<file path="src/rbc_pkg.sv">
`default_nettype none

package rbc_pkg;

	localparam int VALUE_BITS          = 32;
	localparam int MAX_INPUT_DIGITS    = 32;
	localparam int MAX_FRACTION_DIGITS = 32;
	localparam int OUT_CAP             = 32;

	localparam int CHAR_W     = 8;
	localparam int DIGIT_W    = 4;
	localparam int BASE_W     = 5;
	localparam int FCNT_W     = 6;
	localparam int CFG_IDX_W  = 2;
	localparam int CFG_DATA_W = 6;

	localparam int DEN_W      = VALUE_BITS + 1;
	localparam int PROD_W     = VALUE_BITS + BASE_W;
	localparam int DEN_PROD_W = DEN_W + BASE_W;
	localparam int CNT_W      = $clog2(MAX_INPUT_DIGITS + 1);
	localparam int BUF_IDX_W  = $clog2(OUT_CAP);
	localparam int FRAC_CAP   = (MAX_FRACTION_DIGITS < OUT_CAP) ? MAX_FRACTION_DIGITS : OUT_CAP;
	localparam int FIDX_W     = $clog2(FRAC_CAP);
	localparam int FQ_CNT_W   = $clog2(DIGIT_W);

	localparam int DIV_STEPS  = 4;
	localparam int DIV_CYCLES = VALUE_BITS / DIV_STEPS;
	localparam int DCNT_W     = $clog2(DIV_CYCLES);

	localparam int QDEPTH = 4;
	localparam int QPTR_W = $clog2(QDEPTH);
	localparam int QCNT_W = $clog2(QDEPTH + 1);

	localparam logic [DEN_PROD_W-1:0] DEN_LIMIT = DEN_PROD_W'(1) << VALUE_BITS;

	localparam logic [CHAR_W-1:0] CHAR_ZERO   = 8'd48;
	localparam logic [CHAR_W-1:0] CHAR_NINE   = 8'd57;
	localparam logic [CHAR_W-1:0] CHAR_UPPER_A = 8'd65;
	localparam logic [CHAR_W-1:0] CHAR_UPPER_F = 8'd70;
	localparam logic [CHAR_W-1:0] CHAR_LOWER_A = 8'd97;
	localparam logic [CHAR_W-1:0] CHAR_LOWER_F = 8'd102;
	localparam logic [DIGIT_W-1:0] LETTER_BASE = 4'd10;

	localparam logic [BASE_W-1:0] BASE_MIN = 5'd2;
	localparam logic [BASE_W-1:0] BASE_MAX = 5'd16;

	localparam logic [BASE_W-1:0] SRC_BASE_RST = 5'd10;
	localparam logic [BASE_W-1:0] TGT_BASE_RST = 5'd2;
	localparam logic [FCNT_W-1:0] FDIG_RST     = 6'd8;

	typedef enum logic [CFG_IDX_W-1:0] {
		CFG_SOURCE_BASE,
		CFG_TARGET_BASE,
		CFG_FRACTION_MODE,
		CFG_FRACTION_DIGITS
	} cfg_idx_t;

	typedef enum logic [3:0] {
		ST_TAKE,
		ST_FINAL,
		ST_FLAG,
		ST_IDIV,
		ST_IREAD,
		ST_IEMIT,
		ST_FMUL,
		ST_FDIV,
		ST_FEMIT
	} back_state_t;

	typedef struct packed {
		logic [DIGIT_W-1:0] value;
		logic               bad;
		logic               last;
	} tok_t;

	typedef struct packed {
		logic [BASE_W-1:0] src_base;
		logic [BASE_W-1:0] tgt_base;
		logic              frac;
		logic [FCNT_W-1:0] fcount;
	} cfg_t;

	function automatic logic [BASE_W-1:0] clamp_base(input logic [BASE_W-1:0] b);
		logic [BASE_W-1:0] r;
		r = b;
		if (b < BASE_MIN)
			r = BASE_MIN;
		else if (b > BASE_MAX)
			r = BASE_MAX;
		return r;
	endfunction

	function automatic logic [FCNT_W-1:0] clamp_fcount(input logic [FCNT_W-1:0] n);
		logic [FCNT_W-1:0] r;
		r = n;
		if (n == '0)
			r = FCNT_W'(1);
		else if (n > FCNT_W'(FRAC_CAP))
			r = FCNT_W'(FRAC_CAP);
		return r;
	endfunction

endpackage

`default_nettype wire

</file>
<file path="src/rbc_if.sv">
`default_nettype none

interface rbc_char_if;
	logic                        valid;
	logic                        ready;
	logic [rbc_pkg::CHAR_W-1:0]  character;
	logic                        last_char;

	modport source(output valid, character, last_char, input ready);
	modport sink(input valid, character, last_char, output ready);
endinterface

interface rbc_digit_if;
	logic                        valid;
	logic                        ready;
	logic [rbc_pkg::DIGIT_W-1:0] digit;
	logic                        last_digit;
	logic                        bad_digit;
	logic                        overflow;

	modport source(output valid, digit, last_digit, bad_digit, overflow, input ready);
	modport sink(input valid, digit, last_digit, bad_digit, overflow, output ready);
endinterface

`default_nettype wire

</file>
<file path="src/radix_base_converter.sv">
`default_nettype none

// Converts an ASCII digit string (0-9, A-F, a-f; one character per request, last_char on
// the final one) from source_base to target_base, as an integer or as a fraction 0.ddd.
// Characters pass a 4-entry queue and are folded in at one per cycle while the back end is
// in ST_TAKE; a last character yields its results after the back end works them out.
// Integer mode: each target digit comes from the divide unit (4 quotient bits per cycle
// over the 32-bit value), then digits leave most significant first through the registered
// digit buffer read. Fraction mode: fraction_digits digits, each from one multiply by the
// base, four restoring subtract steps and one output load. A bad character or an overflow
// gives one flagged zero digit, by way of ST_FINAL and ST_FLAG after the last character.
// An output register lets the queue keep filling while a result waits to be taken.
module radix_base_converter (
	input  logic                           clk,
	input  logic                           arst_n,
	input  logic                           cfg_write,
	input  logic [rbc_pkg::CFG_IDX_W-1:0]  cfg_index,
	input  logic [rbc_pkg::CFG_DATA_W-1:0] cfg_data,
	rbc_char_if.sink                       chars,
	rbc_digit_if.source                    digits
);

	logic [rbc_pkg::BASE_W-1:0] src_base_q;
	logic [rbc_pkg::BASE_W-1:0] tgt_base_q;
	logic                       frac_mode_q;
	logic [rbc_pkg::FCNT_W-1:0] frac_digits_q;

	rbc_pkg::cfg_t cfg;
	rbc_pkg::tok_t front_tok;
	rbc_pkg::tok_t back_tok;
	logic          push;
	logic          pop;
	logic          full;
	logic          empty;

	always_ff @(posedge clk or negedge arst_n) begin
		if (!arst_n) begin
			src_base_q    <= rbc_pkg::SRC_BASE_RST;
			tgt_base_q    <= rbc_pkg::TGT_BASE_RST;
			frac_mode_q   <= 1'b0;
			frac_digits_q <= rbc_pkg::FDIG_RST;
		end else if (cfg_write) begin
			unique case (rbc_pkg::cfg_idx_t'(cfg_index))
				rbc_pkg::CFG_SOURCE_BASE:     src_base_q    <= cfg_data[rbc_pkg::BASE_W-1:0];
				rbc_pkg::CFG_TARGET_BASE:     tgt_base_q    <= cfg_data[rbc_pkg::BASE_W-1:0];
				rbc_pkg::CFG_FRACTION_MODE:   frac_mode_q   <= cfg_data[0];
				rbc_pkg::CFG_FRACTION_DIGITS: frac_digits_q <= cfg_data[rbc_pkg::FCNT_W-1:0];
				default: begin
				end
			endcase
		end
	end

	always_comb begin
		cfg.src_base = rbc_pkg::clamp_base(src_base_q);
		cfg.tgt_base = rbc_pkg::clamp_base(tgt_base_q);
		cfg.frac     = frac_mode_q;
		cfg.fcount   = rbc_pkg::clamp_fcount(frac_digits_q);
	end

	rbc_front u_front (
		.chars    (chars),
		.src_base (cfg.src_base),
		.full     (full),
		.push     (push),
		.tok      (front_tok)
	);

	rbc_fifo u_fifo (
		.clk    (clk),
		.arst_n (arst_n),
		.push   (push),
		.wdata  (front_tok),
		.pop    (pop),
		.rdata  (back_tok),
		.full   (full),
		.empty  (empty)
	);

	rbc_back u_back (
		.clk    (clk),
		.arst_n (arst_n),
		.cfg    (cfg),
		.tok    (back_tok),
		.empty  (empty),
		.pop    (pop),
		.digits (digits)
	);

endmodule

`default_nettype wire

</file>
<file path="src/rbc_front.sv">
`default_nettype none

module rbc_front (
	rbc_char_if.sink                   chars,
	input  logic [rbc_pkg::BASE_W-1:0] src_base,
	input  logic                       full,
	output logic                       push,
	output rbc_pkg::tok_t              tok
);

	logic                         is_dec;
	logic                         is_upper;
	logic                         is_lower;
	logic [rbc_pkg::CHAR_W-1:0]   off;

	always_comb begin
		is_dec   = (chars.character >= rbc_pkg::CHAR_ZERO) &&
			(chars.character <= rbc_pkg::CHAR_NINE);
		is_upper = (chars.character >= rbc_pkg::CHAR_UPPER_A) &&
			(chars.character <= rbc_pkg::CHAR_UPPER_F);
		is_lower = (chars.character >= rbc_pkg::CHAR_LOWER_A) &&
			(chars.character <= rbc_pkg::CHAR_LOWER_F);

		off = '0;
		if (is_dec)
			off = chars.character - rbc_pkg::CHAR_ZERO;
		else if (is_upper)
			off = chars.character - rbc_pkg::CHAR_UPPER_A;
		else if (is_lower)
			off = chars.character - rbc_pkg::CHAR_LOWER_A;

		tok.value = is_dec ? off[rbc_pkg::DIGIT_W-1:0] :
			off[rbc_pkg::DIGIT_W-1:0] + rbc_pkg::LETTER_BASE;
		tok.bad   = !(is_dec || is_upper || is_lower) ||
			({1'b0, tok.value} >= src_base);
		tok.last  = chars.last_char;
	end

	assign chars.ready = !full;
	assign push        = chars.valid && !full;

endmodule

`default_nettype wire

</file>
<file path="src/rbc_fifo.sv">
`default_nettype none

module rbc_fifo (
	input  logic          clk,
	input  logic          arst_n,
	input  logic          push,
	input  rbc_pkg::tok_t wdata,
	input  logic          pop,
	output rbc_pkg::tok_t rdata,
	output logic          full,
	output logic          empty
);

	rbc_pkg::tok_t                 slot_q [rbc_pkg::QDEPTH];
	logic [rbc_pkg::QPTR_W-1:0]    wr_ptr_q;
	logic [rbc_pkg::QPTR_W-1:0]    rd_ptr_q;
	logic [rbc_pkg::QCNT_W-1:0]    count_q;

	assign full  = (count_q == rbc_pkg::QCNT_W'(rbc_pkg::QDEPTH));
	assign empty = (count_q == '0);
	assign rdata = slot_q[rd_ptr_q];

	always_ff @(posedge clk or negedge arst_n) begin
		if (!arst_n) begin
			wr_ptr_q <= '0;
			rd_ptr_q <= '0;
			count_q  <= '0;
		end else begin
			if (push)
				wr_ptr_q <= wr_ptr_q + rbc_pkg::QPTR_W'(1);
			if (pop)
				rd_ptr_q <= rd_ptr_q + rbc_pkg::QPTR_W'(1);
			if (push && !pop)
				count_q <= count_q + rbc_pkg::QCNT_W'(1);
			else if (pop && !push)
				count_q <= count_q - rbc_pkg::QCNT_W'(1);
		end
	end

	always_ff @(posedge clk) begin
		if (push)
			slot_q[wr_ptr_q] <= wdata;
	end

endmodule

`default_nettype wire

</file>
<file path="src/rbc_back.sv">
`default_nettype none

module rbc_back (
	input  logic          clk,
	input  logic          arst_n,
	input  rbc_pkg::cfg_t cfg,
	input  rbc_pkg::tok_t tok,
	input  logic          empty,
	output logic          pop,
	rbc_digit_if.source   digits
);

	rbc_pkg::back_state_t state_q, state_d;

	logic [rbc_pkg::VALUE_BITS-1:0] acc_q;
	logic [rbc_pkg::DEN_W-1:0]      den_q;
	logic [rbc_pkg::CNT_W-1:0]      cnt_q;
	logic                           err_q;
	logic                           ovf_q;

	logic [rbc_pkg::VALUE_BITS-1:0] quo_q;
	logic [rbc_pkg::DIGIT_W-1:0]    rem_q;
	logic [rbc_pkg::BUF_IDX_W-1:0]  n_q;
	logic [rbc_pkg::DCNT_W-1:0]     dstep_q;
	logic [rbc_pkg::DIGIT_W-1:0]    digit_mem [rbc_pkg::OUT_CAP];
	logic [rbc_pkg::DIGIT_W-1:0]    rdata_q;

	logic [rbc_pkg::VALUE_BITS-1:0] r_q;
	logic [rbc_pkg::PROD_W-1:0]     prod_q;
	logic [rbc_pkg::FQ_CNT_W-1:0]   k_q;
	logic [rbc_pkg::DIGIT_W-1:0]    fq_q;
	logic [rbc_pkg::FIDX_W-1:0]     fi_q;

	logic                           out_valid_q;
	logic [rbc_pkg::DIGIT_W-1:0]    out_digit_q;
	logic                           out_last_q;
	logic                           out_bad_q;
	logic                           out_ovf_q;

	logic [rbc_pkg::PROD_W-1:0]     acc_new;
	logic [rbc_pkg::DEN_PROD_W-1:0] den_mul;
	logic                           int_ovf;
	logic                           frac_ovf;
	logic                           fin_ovf;

	logic [rbc_pkg::VALUE_BITS-1:0] quo_nx;
	logic [rbc_pkg::DIGIT_W-1:0]    rem_nx;
	logic [rbc_pkg::BASE_W-1:0]     trial;
	logic                           div_last;

	logic [rbc_pkg::PROD_W-1:0]     den_sh;
	logic                           ge;
	logic [rbc_pkg::PROD_W-1:0]     prod_nx;
	logic                           f_last;

	logic                           out_free;
	logic                           out_load;
	logic [rbc_pkg::DIGIT_W-1:0]    o_digit;
	logic                           o_last;
	logic                           o_bad;
	logic                           o_ovf;
	logic                           done;

	// Horner step and limit checks for one digit
	always_comb begin
		acc_new  = rbc_pkg::PROD_W'(acc_q) * rbc_pkg::PROD_W'(cfg.src_base) +
			rbc_pkg::PROD_W'(tok.value);
		den_mul  = rbc_pkg::DEN_PROD_W'(den_q) * rbc_pkg::DEN_PROD_W'(cfg.src_base);
		int_ovf  = |acc_new[rbc_pkg::PROD_W-1:rbc_pkg::VALUE_BITS];
		frac_ovf = (rbc_pkg::DEN_W'(acc_q) >= den_q) || (den_mul > rbc_pkg::DEN_LIMIT);
		fin_ovf  = ovf_q || (!err_q && cfg.frac && (rbc_pkg::DEN_W'(acc_q) >= den_q));
	end

	// Divide by target base, several quotient bits per cycle
	always_comb begin
		quo_nx = quo_q;
		rem_nx = rem_q;
		trial  = '0;
		for (int j = 0; j < rbc_pkg::DIV_STEPS; j++) begin
			trial  = {rem_nx, quo_nx[rbc_pkg::VALUE_BITS-1]};
			quo_nx = {quo_nx[rbc_pkg::VALUE_BITS-2:0], 1'b0};
			if (trial >= cfg.tgt_base) begin
				trial     = trial - cfg.tgt_base;
				quo_nx[0] = 1'b1;
			end
			rem_nx = trial[rbc_pkg::DIGIT_W-1:0];
		end
		div_last = (dstep_q == rbc_pkg::DCNT_W'(rbc_pkg::DIV_CYCLES - 1));
	end

	// One restoring step of the fraction digit
	always_comb begin
		den_sh  = rbc_pkg::PROD_W'(den_q) << k_q;
		ge      = (prod_q >= den_sh);
		prod_nx = ge ? (prod_q - den_sh) : prod_q;
		f_last  = ((rbc_pkg::FCNT_W'(fi_q) + rbc_pkg::FCNT_W'(1)) == cfg.fcount);
	end

	assign out_free = !out_valid_q || digits.ready;

	always_comb begin
		state_d  = state_q;
		pop      = 1'b0;
		out_load = 1'b0;
		o_digit  = '0;
		o_last   = 1'b0;
		o_bad    = 1'b0;
		o_ovf    = 1'b0;
		done     = 1'b0;
		unique case (state_q)
			rbc_pkg::ST_TAKE: begin
				if (!empty) begin
					pop = 1'b1;
					if (tok.last)
						state_d = rbc_pkg::ST_FINAL;
				end
			end
			rbc_pkg::ST_FINAL: begin
				if (err_q || fin_ovf)
					state_d = rbc_pkg::ST_FLAG;
				else if (cfg.frac)
					state_d = rbc_pkg::ST_FMUL;
				else
					state_d = rbc_pkg::ST_IDIV;
			end
			rbc_pkg::ST_FLAG: begin
				if (out_free) begin
					out_load = 1'b1;
					o_last   = 1'b1;
					o_bad    = err_q;
					o_ovf    = ovf_q;
					done     = 1'b1;
					state_d  = rbc_pkg::ST_TAKE;
				end
			end
			rbc_pkg::ST_IDIV: begin
				if (div_last) begin
					if (quo_nx == '0)
						state_d = rbc_pkg::ST_IREAD;
					else if (n_q == rbc_pkg::BUF_IDX_W'(rbc_pkg::OUT_CAP - 1))
						state_d = rbc_pkg::ST_FLAG;
				end
			end
			rbc_pkg::ST_IREAD: begin
				state_d = rbc_pkg::ST_IEMIT;
			end
			rbc_pkg::ST_IEMIT: begin
				if (out_free) begin
					out_load = 1'b1;
					o_digit  = rdata_q;
					o_last   = (n_q == '0);
					if (n_q == '0) begin
						done    = 1'b1;
						state_d = rbc_pkg::ST_TAKE;
					end else begin
						state_d = rbc_pkg::ST_IREAD;
					end
				end
			end
			rbc_pkg::ST_FMUL: begin
				state_d = rbc_pkg::ST_FDIV;
			end
			rbc_pkg::ST_FDIV: begin
				if (k_q == '0)
					state_d = rbc_pkg::ST_FEMIT;
			end
			rbc_pkg::ST_FEMIT: begin
				if (out_free) begin
					out_load = 1'b1;
					o_digit  = fq_q;
					o_last   = f_last;
					if (f_last) begin
						done    = 1'b1;
						state_d = rbc_pkg::ST_TAKE;
					end else begin
						state_d = rbc_pkg::ST_FMUL;
					end
				end
			end
			default: begin
				state_d = rbc_pkg::ST_TAKE;
			end
		endcase
	end

	always_ff @(posedge clk or negedge arst_n) begin
		if (!arst_n) begin
			state_q     <= rbc_pkg::ST_TAKE;
			acc_q       <= '0;
			den_q       <= rbc_pkg::DEN_W'(1);
			cnt_q       <= '0;
			err_q       <= 1'b0;
			ovf_q       <= 1'b0;
			n_q         <= '0;
			dstep_q     <= '0;
			k_q         <= '0;
			fi_q        <= '0;
			out_valid_q <= 1'b0;
		end else begin
			state_q <= state_d;

			if (out_load)
				out_valid_q <= 1'b1;
			else if (digits.ready)
				out_valid_q <= 1'b0;

			unique case (state_q)
				rbc_pkg::ST_TAKE: begin
					if (pop && !(err_q || ovf_q)) begin
						if (tok.bad) begin
							err_q <= 1'b1;
						end else if (cnt_q >= rbc_pkg::CNT_W'(rbc_pkg::MAX_INPUT_DIGITS)) begin
							ovf_q <= 1'b1;
						end else begin
							cnt_q <= cnt_q + rbc_pkg::CNT_W'(1);
							if (cfg.frac) begin
								if (frac_ovf) begin
									ovf_q <= 1'b1;
								end else begin
									den_q <= den_mul[rbc_pkg::DEN_W-1:0];
									acc_q <= acc_new[rbc_pkg::VALUE_BITS-1:0];
								end
							end else if (int_ovf) begin
								ovf_q <= 1'b1;
							end else begin
								acc_q <= acc_new[rbc_pkg::VALUE_BITS-1:0];
							end
						end
					end
				end
				rbc_pkg::ST_FINAL: begin
					ovf_q   <= fin_ovf;
					n_q     <= '0;
					dstep_q <= '0;
					fi_q    <= '0;
				end
				rbc_pkg::ST_IDIV: begin
					if (div_last) begin
						dstep_q <= '0;
						if (quo_nx != '0) begin
							if (n_q == rbc_pkg::BUF_IDX_W'(rbc_pkg::OUT_CAP - 1))
								ovf_q <= 1'b1;
							else
								n_q <= n_q + rbc_pkg::BUF_IDX_W'(1);
						end
					end else begin
						dstep_q <= dstep_q + rbc_pkg::DCNT_W'(1);
					end
				end
				rbc_pkg::ST_IEMIT: begin
					if (out_load && (n_q != '0))
						n_q <= n_q - rbc_pkg::BUF_IDX_W'(1);
				end
				rbc_pkg::ST_FMUL: begin
					k_q <= rbc_pkg::FQ_CNT_W'(rbc_pkg::DIGIT_W - 1);
				end
				rbc_pkg::ST_FDIV: begin
					k_q <= k_q - rbc_pkg::FQ_CNT_W'(1);
				end
				rbc_pkg::ST_FEMIT: begin
					if (out_load && !f_last)
						fi_q <= fi_q + rbc_pkg::FIDX_W'(1);
				end
				default: begin
				end
			endcase

			if (done) begin
				acc_q <= '0;
				den_q <= rbc_pkg::DEN_W'(1);
				cnt_q <= '0;
				err_q <= 1'b0;
				ovf_q <= 1'b0;
			end
		end
	end

	always_ff @(posedge clk) begin
		case (state_q)
			rbc_pkg::ST_FINAL: begin
				quo_q <= acc_q;
				rem_q <= '0;
				r_q   <= acc_q;
			end
			rbc_pkg::ST_IDIV: begin
				quo_q <= quo_nx;
				rem_q <= div_last ? '0 : rem_nx;
				if (div_last)
					digit_mem[n_q] <= rem_nx;
			end
			rbc_pkg::ST_FMUL: begin
				prod_q <= rbc_pkg::PROD_W'(r_q) * rbc_pkg::PROD_W'(cfg.tgt_base);
				fq_q   <= '0;
			end
			rbc_pkg::ST_FDIV: begin
				prod_q <= prod_nx;
				fq_q   <= {fq_q[rbc_pkg::DIGIT_W-2:0], ge};
				if (k_q == '0)
					r_q <= prod_nx[rbc_pkg::VALUE_BITS-1:0];
			end
			default: begin
			end
		endcase

		rdata_q <= digit_mem[n_q];

		if (out_load) begin
			out_digit_q <= o_digit;
			out_last_q  <= o_last;
			out_bad_q   <= o_bad;
			out_ovf_q   <= o_ovf;
		end
	end

	assign digits.valid      = out_valid_q;
	assign digits.digit      = out_digit_q;
	assign digits.last_digit = out_last_q;
	assign digits.bad_digit  = out_bad_q;
	assign digits.overflow   = out_ovf_q;

`ifndef SYNTHESIS
	a_den_nonzero: assert property (@(posedge clk) disable iff (!arst_n)
		den_q != '0)
		else $error("denominator reached zero");

	a_rem_bound: assert property (@(posedge clk) disable iff (!arst_n)
		(state_q == rbc_pkg::ST_IDIV) |-> ({1'b0, rem_q} < cfg.tgt_base))
		else $error("division remainder not below target base");

	a_frac_proper: assert property (@(posedge clk) disable iff (!arst_n)
		(state_q == rbc_pkg::ST_FMUL) |-> (rbc_pkg::DEN_W'(r_q) < den_q))
		else $error("fraction remainder not below denominator");

	a_fdiv_bound: assert property (@(posedge clk) disable iff (!arst_n)
		(state_q == rbc_pkg::ST_FDIV) |=>
		(prod_q < (rbc_pkg::PROD_W'(den_q) << $past(k_q))))
		else $error("restoring step left remainder too large");

	a_flag_form: assert property (@(posedge clk) disable iff (!arst_n)
		(out_valid_q && (out_bad_q || out_ovf_q)) |->
		(out_last_q && (out_digit_q == '0)))
		else $error("flagged result not a lone zero digit");
`endif

endmodule

`default_nettype wire
</file>
<file path="src/flat_wrapper.sv">
// flat-port wrapper written by rule: the top's interface ports become plain ports
module radix_base_converter_flat 
  (clk, arst_n, cfg_write, cfg_index, cfg_data, chars_valid, chars_character, chars_last_char, chars_ready, digits_valid, digits_digit, digits_last_digit, digits_bad_digit, digits_overflow, digits_ready);
  rbc_char_if chars_i ();
  rbc_digit_if digits_i ();
  input  logic clk;
  input  logic arst_n;
  input  logic cfg_write;
  input  logic [rbc_pkg::CFG_IDX_W-1:0] cfg_index;
  input  logic [rbc_pkg::CFG_DATA_W-1:0] cfg_data;
  input wire logic [$bits(chars_i.valid)-1:0] chars_valid;
  input wire logic [$bits(chars_i.character)-1:0] chars_character;
  input wire logic [$bits(chars_i.last_char)-1:0] chars_last_char;
  output wire logic [$bits(chars_i.ready)-1:0] chars_ready;
  output wire logic [$bits(digits_i.valid)-1:0] digits_valid;
  output wire logic [$bits(digits_i.digit)-1:0] digits_digit;
  output wire logic [$bits(digits_i.last_digit)-1:0] digits_last_digit;
  output wire logic [$bits(digits_i.bad_digit)-1:0] digits_bad_digit;
  output wire logic [$bits(digits_i.overflow)-1:0] digits_overflow;
  input wire logic [$bits(digits_i.ready)-1:0] digits_ready;
  assign chars_i.valid = chars_valid;
  assign chars_i.character = chars_character;
  assign chars_i.last_char = chars_last_char;
  assign chars_ready = chars_i.ready;
  assign digits_valid = digits_i.valid;
  assign digits_digit = digits_i.digit;
  assign digits_last_digit = digits_i.last_digit;
  assign digits_bad_digit = digits_i.bad_digit;
  assign digits_overflow = digits_i.overflow;
  assign digits_i.ready = digits_ready;
  radix_base_converter u_core (.clk(clk), .arst_n(arst_n), .cfg_write(cfg_write), .cfg_index(cfg_index), .cfg_data(cfg_data), .chars(chars_i), .digits(digits_i));
endmodule
</file>
<file path="config.mk">
export PLATFORM = sky130hd
export DESIGN_NAME = radix_base_converter_flat
export DESIGN_NICKNAME = d
export VERILOG_FILES = /design/src/rbc_pkg.sv /design/src/rbc_if.sv /design/src/radix_base_converter.sv /design/src/rbc_front.sv /design/src/rbc_fifo.sv /design/src/rbc_back.sv /design/src/flat_wrapper.sv
export SDC_FILE = /design/constraint.sdc
export NUM_CORES = 2
export LEC_CHECK = 0
export BUFFER_PORTS_ARGS = -buffer_cell sky130_fd_sc_hd__clkbuf_2
export CAP_MARGIN = 10
export CELL_PAD_IN_SITES_DETAIL_PLACEMENT = 0
export CELL_PAD_IN_SITES_GLOBAL_PLACEMENT = 1
export CORE_ASPECT_RATIO = 2
export CORE_MARGIN = 2
export CORE_UTILIZATION = 53
export CTS_BUF_LIST = sky130_fd_sc_hd__clkbuf_8
export DETAILED_ROUTE_END_ITERATION = 8
export PLACE_DENSITY = 0.81
export SLEW_MARGIN = 20
export SYNTH_ARGS = -nofsm -noshare
export SYNTH_HDL_FRONTEND = slang
export SYNTH_HIERARCHICAL = 1
export SYNTH_SLANG_ARGS = --single-unit
</file>
<file path="constraint.sdc">
create_clock -name clk -period 9.16 [get_ports clk]
set_input_delay 0.916 -clock clk [delete_from_list [all_inputs] [get_ports clk]]
set_output_delay 0.916 -clock clk [all_outputs]
set_load 0.1 [all_outputs]
</file>
==> metrics.md <==
| Metric | Value |
|---|---|
| Setup CP Type | `reg2reg` |
| Reg clk slew, reported paths | `roughly 0.070 ns` |
| Count leader, synth | `nand2_1` |
| Reg-to-reg critical path startpoint | `u_core/tgt_base_q[1]$_DFFE_PN1P_` |
| Yosys warns | `6` |
| Flop2flop setup slack | `0.97 ns` |
| M2 GR Usage | `43.6%` |
| WL/cell | `between 20 and 25 um` |
| Post-synthesis mux area share | `8.17%` |
| Final antenna-violating net count | `0` |
| CP max FO | `8` |
| Worst Setup Start Kind | `register` |
| Final HPWL DP | `just over 70 mm` |
| Hold Crit Class | `in2async` |
| Final Skew | `around 0.068 ns` |
| Power density over the cells | `346 nW/um^2` |
| Synth Area in Adders | `between 20% and 30%` |
| Most used cell, CP | `o21ai_0` |
| Post-CTS setup buffers | `0` |
| Synth area leader | `edfxtp_1` |
| Clk_lat worst skew | `approximately 0.74 ns` |
| Syn Area/Cell | `slightly below 10 sq um` |
| Simple-gate share of the synthesized area | `between 10% and 20%` |
| # DRC | `0` |
| Worst setup margin | `0.967 ns` |
| Mapped Cells | `3706` |
| Slew headroom | `a little over a quarter` |
| TritonCTS Buffers | `58` |
| Status | `finished clean` |
| Post-Synth XOR/XNOR Area | `under 10%` |
| Critical path required time | `approximately 10 ns` |
| H-tree levels | `2` |
| Pre-CTS setup slack | `just over 0.7 ns` |
| Starting Density | `53.4%` |
| First-pass GRT wire length | `~150 mm` |
| Number of global-route vias before repair | `roughly 27k` |
| Core area | `between 60000 and 70000 sq um` |
| Area grow syn2layout | `6.51%` |
| Gr usage total | `27.3%` |
| Seq/Total Area, Yosys | `just over 30%` |
| GRT busiest layer | `met2` |
| RR Endpoint | `u_core/u_back/fi_q[2]$_DFFE_PN0P_` |
| Number of enable flip-flop cells after synthesis | `between 200 and 300` |
| Critical Path AT | `approximately 8.8 ns` |
| CTS tree | `yes` |
| Asr flop ratio synth | `30.1%` |
| Row cnt | `136` |
| Final setup TNS | `0 ns` |
| Worst ir drop on vdd | `approximately 1000 uV` |
| Largest family of logic cells by synthesized area | `adder cells` |
| Die Y-Extent | `~380 um` |
| Share of layout cells above drive strength 1 | `a little over 9%` |
| RSZ-0062 raised after global routing | `false` |
| Synth Area in Compound Gates | `12.1%` |
| Final setup fails | `0` |
| Post-Syn Nets | `approximately 4.3k` |
| Unique masters post-synth | `roughly 90` |
| Port Buf Inserts | `30` |
| Reg2Reg Depth | `39` |
| Routed wire length | `between 90 and 100 mm` |
| Clk root buf | `clkbuf_8` |
| Fin. Hold Viols | `0` |
| Die area | `71200 sq um` |
| CP Capture Type | `register` |
| Vias/cell | `approximately 5.9` |
| Post-layout nets | `about 4.2k` |
| Fin crit share | `89.4%` |
| GRT met3 Usage | `3.02%` |
| Critical path's slowest cell | `dfstp_2` |
| Synth top area share | `about 22%` |
| Synth cell count leaders | `487 x nand2_1, 372 x inv_1, 284 x fa_1, 273 x ha_1, 268 x edfxtp_1` |
| Pleak | `roughly 17 nW` |
| Flops & latches, synth | `389` |
| Final max-slew violation count | `0` |
| CTS sink count | `between 300 and 400` |
| Clock Tree Buf Depth | `3` |
| DRT iter0 DRCs | `approximately 1.7k` |
| Worst-Margin Slew | `1.10 ns` |
| Synth Flop Type | `edfxtp_1` |
| Routed via count | `roughly 27k` |
| Grt met1 use | `about 38%` |
| Ports | `31` |
| Max-cap violations | `0` |
| Largest net degree at the start of global routing | `between 70 and 80` |
| Ranking of synthesized cells by area | `edfxtp_1 22%, fa_1 16%, ha_1 9.3%, dfrtp_1 7.7%, nand2_1 5.0%` |
| Initial DRT Pass Iterations | `5` |
| Die W | `about 190 um` |
| CP peak stage delay | `0.54 ns` |
| Initial antenna violation count | `4` |
| Max Clock Freq | `122 MHz` |
| Synthesized cell area | `roughly 37000 sq um` |
| Final min period | `between 8 and 9 ns` |
| GP Congestion | `0.916` |
| GRT Residual Overflow | `0` |
## worst max-delay path, delay by kind of cell (launching register included)
kind,cells,cell delay [ns]
AO/OA/AOI/OAI,17,3.24
adder cells (fa/ha/maj),4,1.31
buffers and inverters,2,0.46
flip-flops,1,0.54
multiplexers,1,0.12
AND/OR/NAND/NOR,15,2.40
## metal layers
metal,share of wire [%],vias to the layer above
li1,-,12741
met1,43,13397
met2,46,722
met3,5.1,177
met4,5.0,0
met5,0,-
## flip-flops by register name, indices dropped and copies added (netlist names), 6 cells and up
| register | flops |
|---|---|
| u_core/u_back/digit_mem | 128 |
| u_core/u_back/prod_q | 37 |
| u_core/u_back/den_q | 33 |
| u_core/u_back/acc_q | 32 |
| u_core/u_back/quo_q | 32 |
| u_core/u_back/r_q | 32 |
| u_core/u_fifo/slot_q | 24 |
| u_core/frac_digits_q | 6 |
| u_core/u_back/cnt_q | 6 |
## area by class of cell
class / instances / area (sq um)
fillers: 6084 / 29500
multi-input cells: 2777 / 23500
flip-flops and latches: 389 / 11100
inverters: 373 / 1400
well taps: 897 / 1120
clock buffers: 63 / 867
clock inverters: 45 / 520
repair buffers: 67 / 434
diodes: 3 / 7.51
## cell usage in the layout (no fill, tap or decap), drive strengths merged, types with 9 or more instances in the layout
master / n
nand2: 487
inv: 387
fa: 284
ha: 273
edfxtp: 268
nor2: 232
and2: 209
a21oi: 177
o21ai: 135
dfrtp: 112
a21o: 98
clkbuf: 92
mux2i: 90
xnor2: 77
mux4: 63
xor2: 62
mux2: 59
nor3: 48
nand3: 44
buf: 38
nor2b: 38
a211oi: 30
and3: 28
o21a: 26
nand4: 25
a31oi: 24
a22oi: 21
nand2b: 19
o211ai: 19
clkinv: 17
nor4: 15
o21bai: 14
a21boi: 13
o31ai: 13
or3: 12
nand3b: 11
nor3b: 11
bufinv: 10
a211o: 9
## cell families after synthesis
logic type / after synthesis
buffers and inverters: 540
XOR/XNOR: 139
AND/OR/NAND/NOR: 1197
multiplexers: 212
flip-flops: 389
AO/OA/AOI/OAI: 672
adder cells (fa/ha/maj): 557
## where the power goes
part / switching [mW] / internal [mW] / total (mW) / leakage (nW)
sequential: 0.400 / 3.90 / 4.30 / 4.05
clock: 0.788 / 0.939 / 1.73 / 0.744
combinational: 4.87 / 2.58 / 7.45 / 12.4
## stage by stage
step / area [sq um] / total power, mW / utilization (%) / instances / hold slack, ns
floorplan: 36500 / 9.37 / - / 3706 / 0.454
global placement: 37500 / 11.5 / 54.8 / 4503 / 0.469
detailed placement: 37500 / 11.7 / 54.8 / 4503 / 0.480
CTS: 38900 / 13.5 / 56.9 / 4611 / 0.180
global route: 38900 / 14.4 / 56.9 / 4612 / 0.221
finish: 38900 / 13.5 / 56.9 / 4614 / 0.199
## timing repair
item                                    4_1_cts  5_1_grt
resized for setup                             0        3
hold buffers                                  0        0
endpoints found under the setup margin        0       10
## how the worst max path moves through the flow
| stage | startpoint | to | slack (ns) | cells after the start |
|---|---|---|---|---|
| global route | u_core/tgt_base_q[1]$_DFFE_PN1P_ | u_core/u_back/fi_q[2]$_DFFE_PN0P_ | 0.07 | 38 |
| finish | u_core/tgt_base_q[1]$_DFFE_PN1P_ | u_core/u_back/fi_q[2]$_DFFE_PN0P_ | 0.97 | 39 |
| floorplan | u_core/tgt_base_q[1]$_DFFE_PN1P_ | u_core/u_back/digit_mem[0][2]$_DFFE_PP_ | 0.93 | 34 |
| detailed placement | u_core/tgt_base_q[1]$_DFFE_PN1P_ | u_core/u_back/fi_q[2]$_DFFE_PN0P_ | 0.73 | 38 |
| CTS | u_core/tgt_base_q[1]$_DFFE_PN1P_ | u_core/u_back/fi_q[2]$_DFFE_PN0P_ | 0.69 | 38 |
| global placement | u_core/tgt_base_q[1]$_DFFE_PN1P_ | u_core/u_back/fi_q[2]$_DFFE_PN0P_ | 0.90 | 37 |
Power figures use the tool's default switching activity.
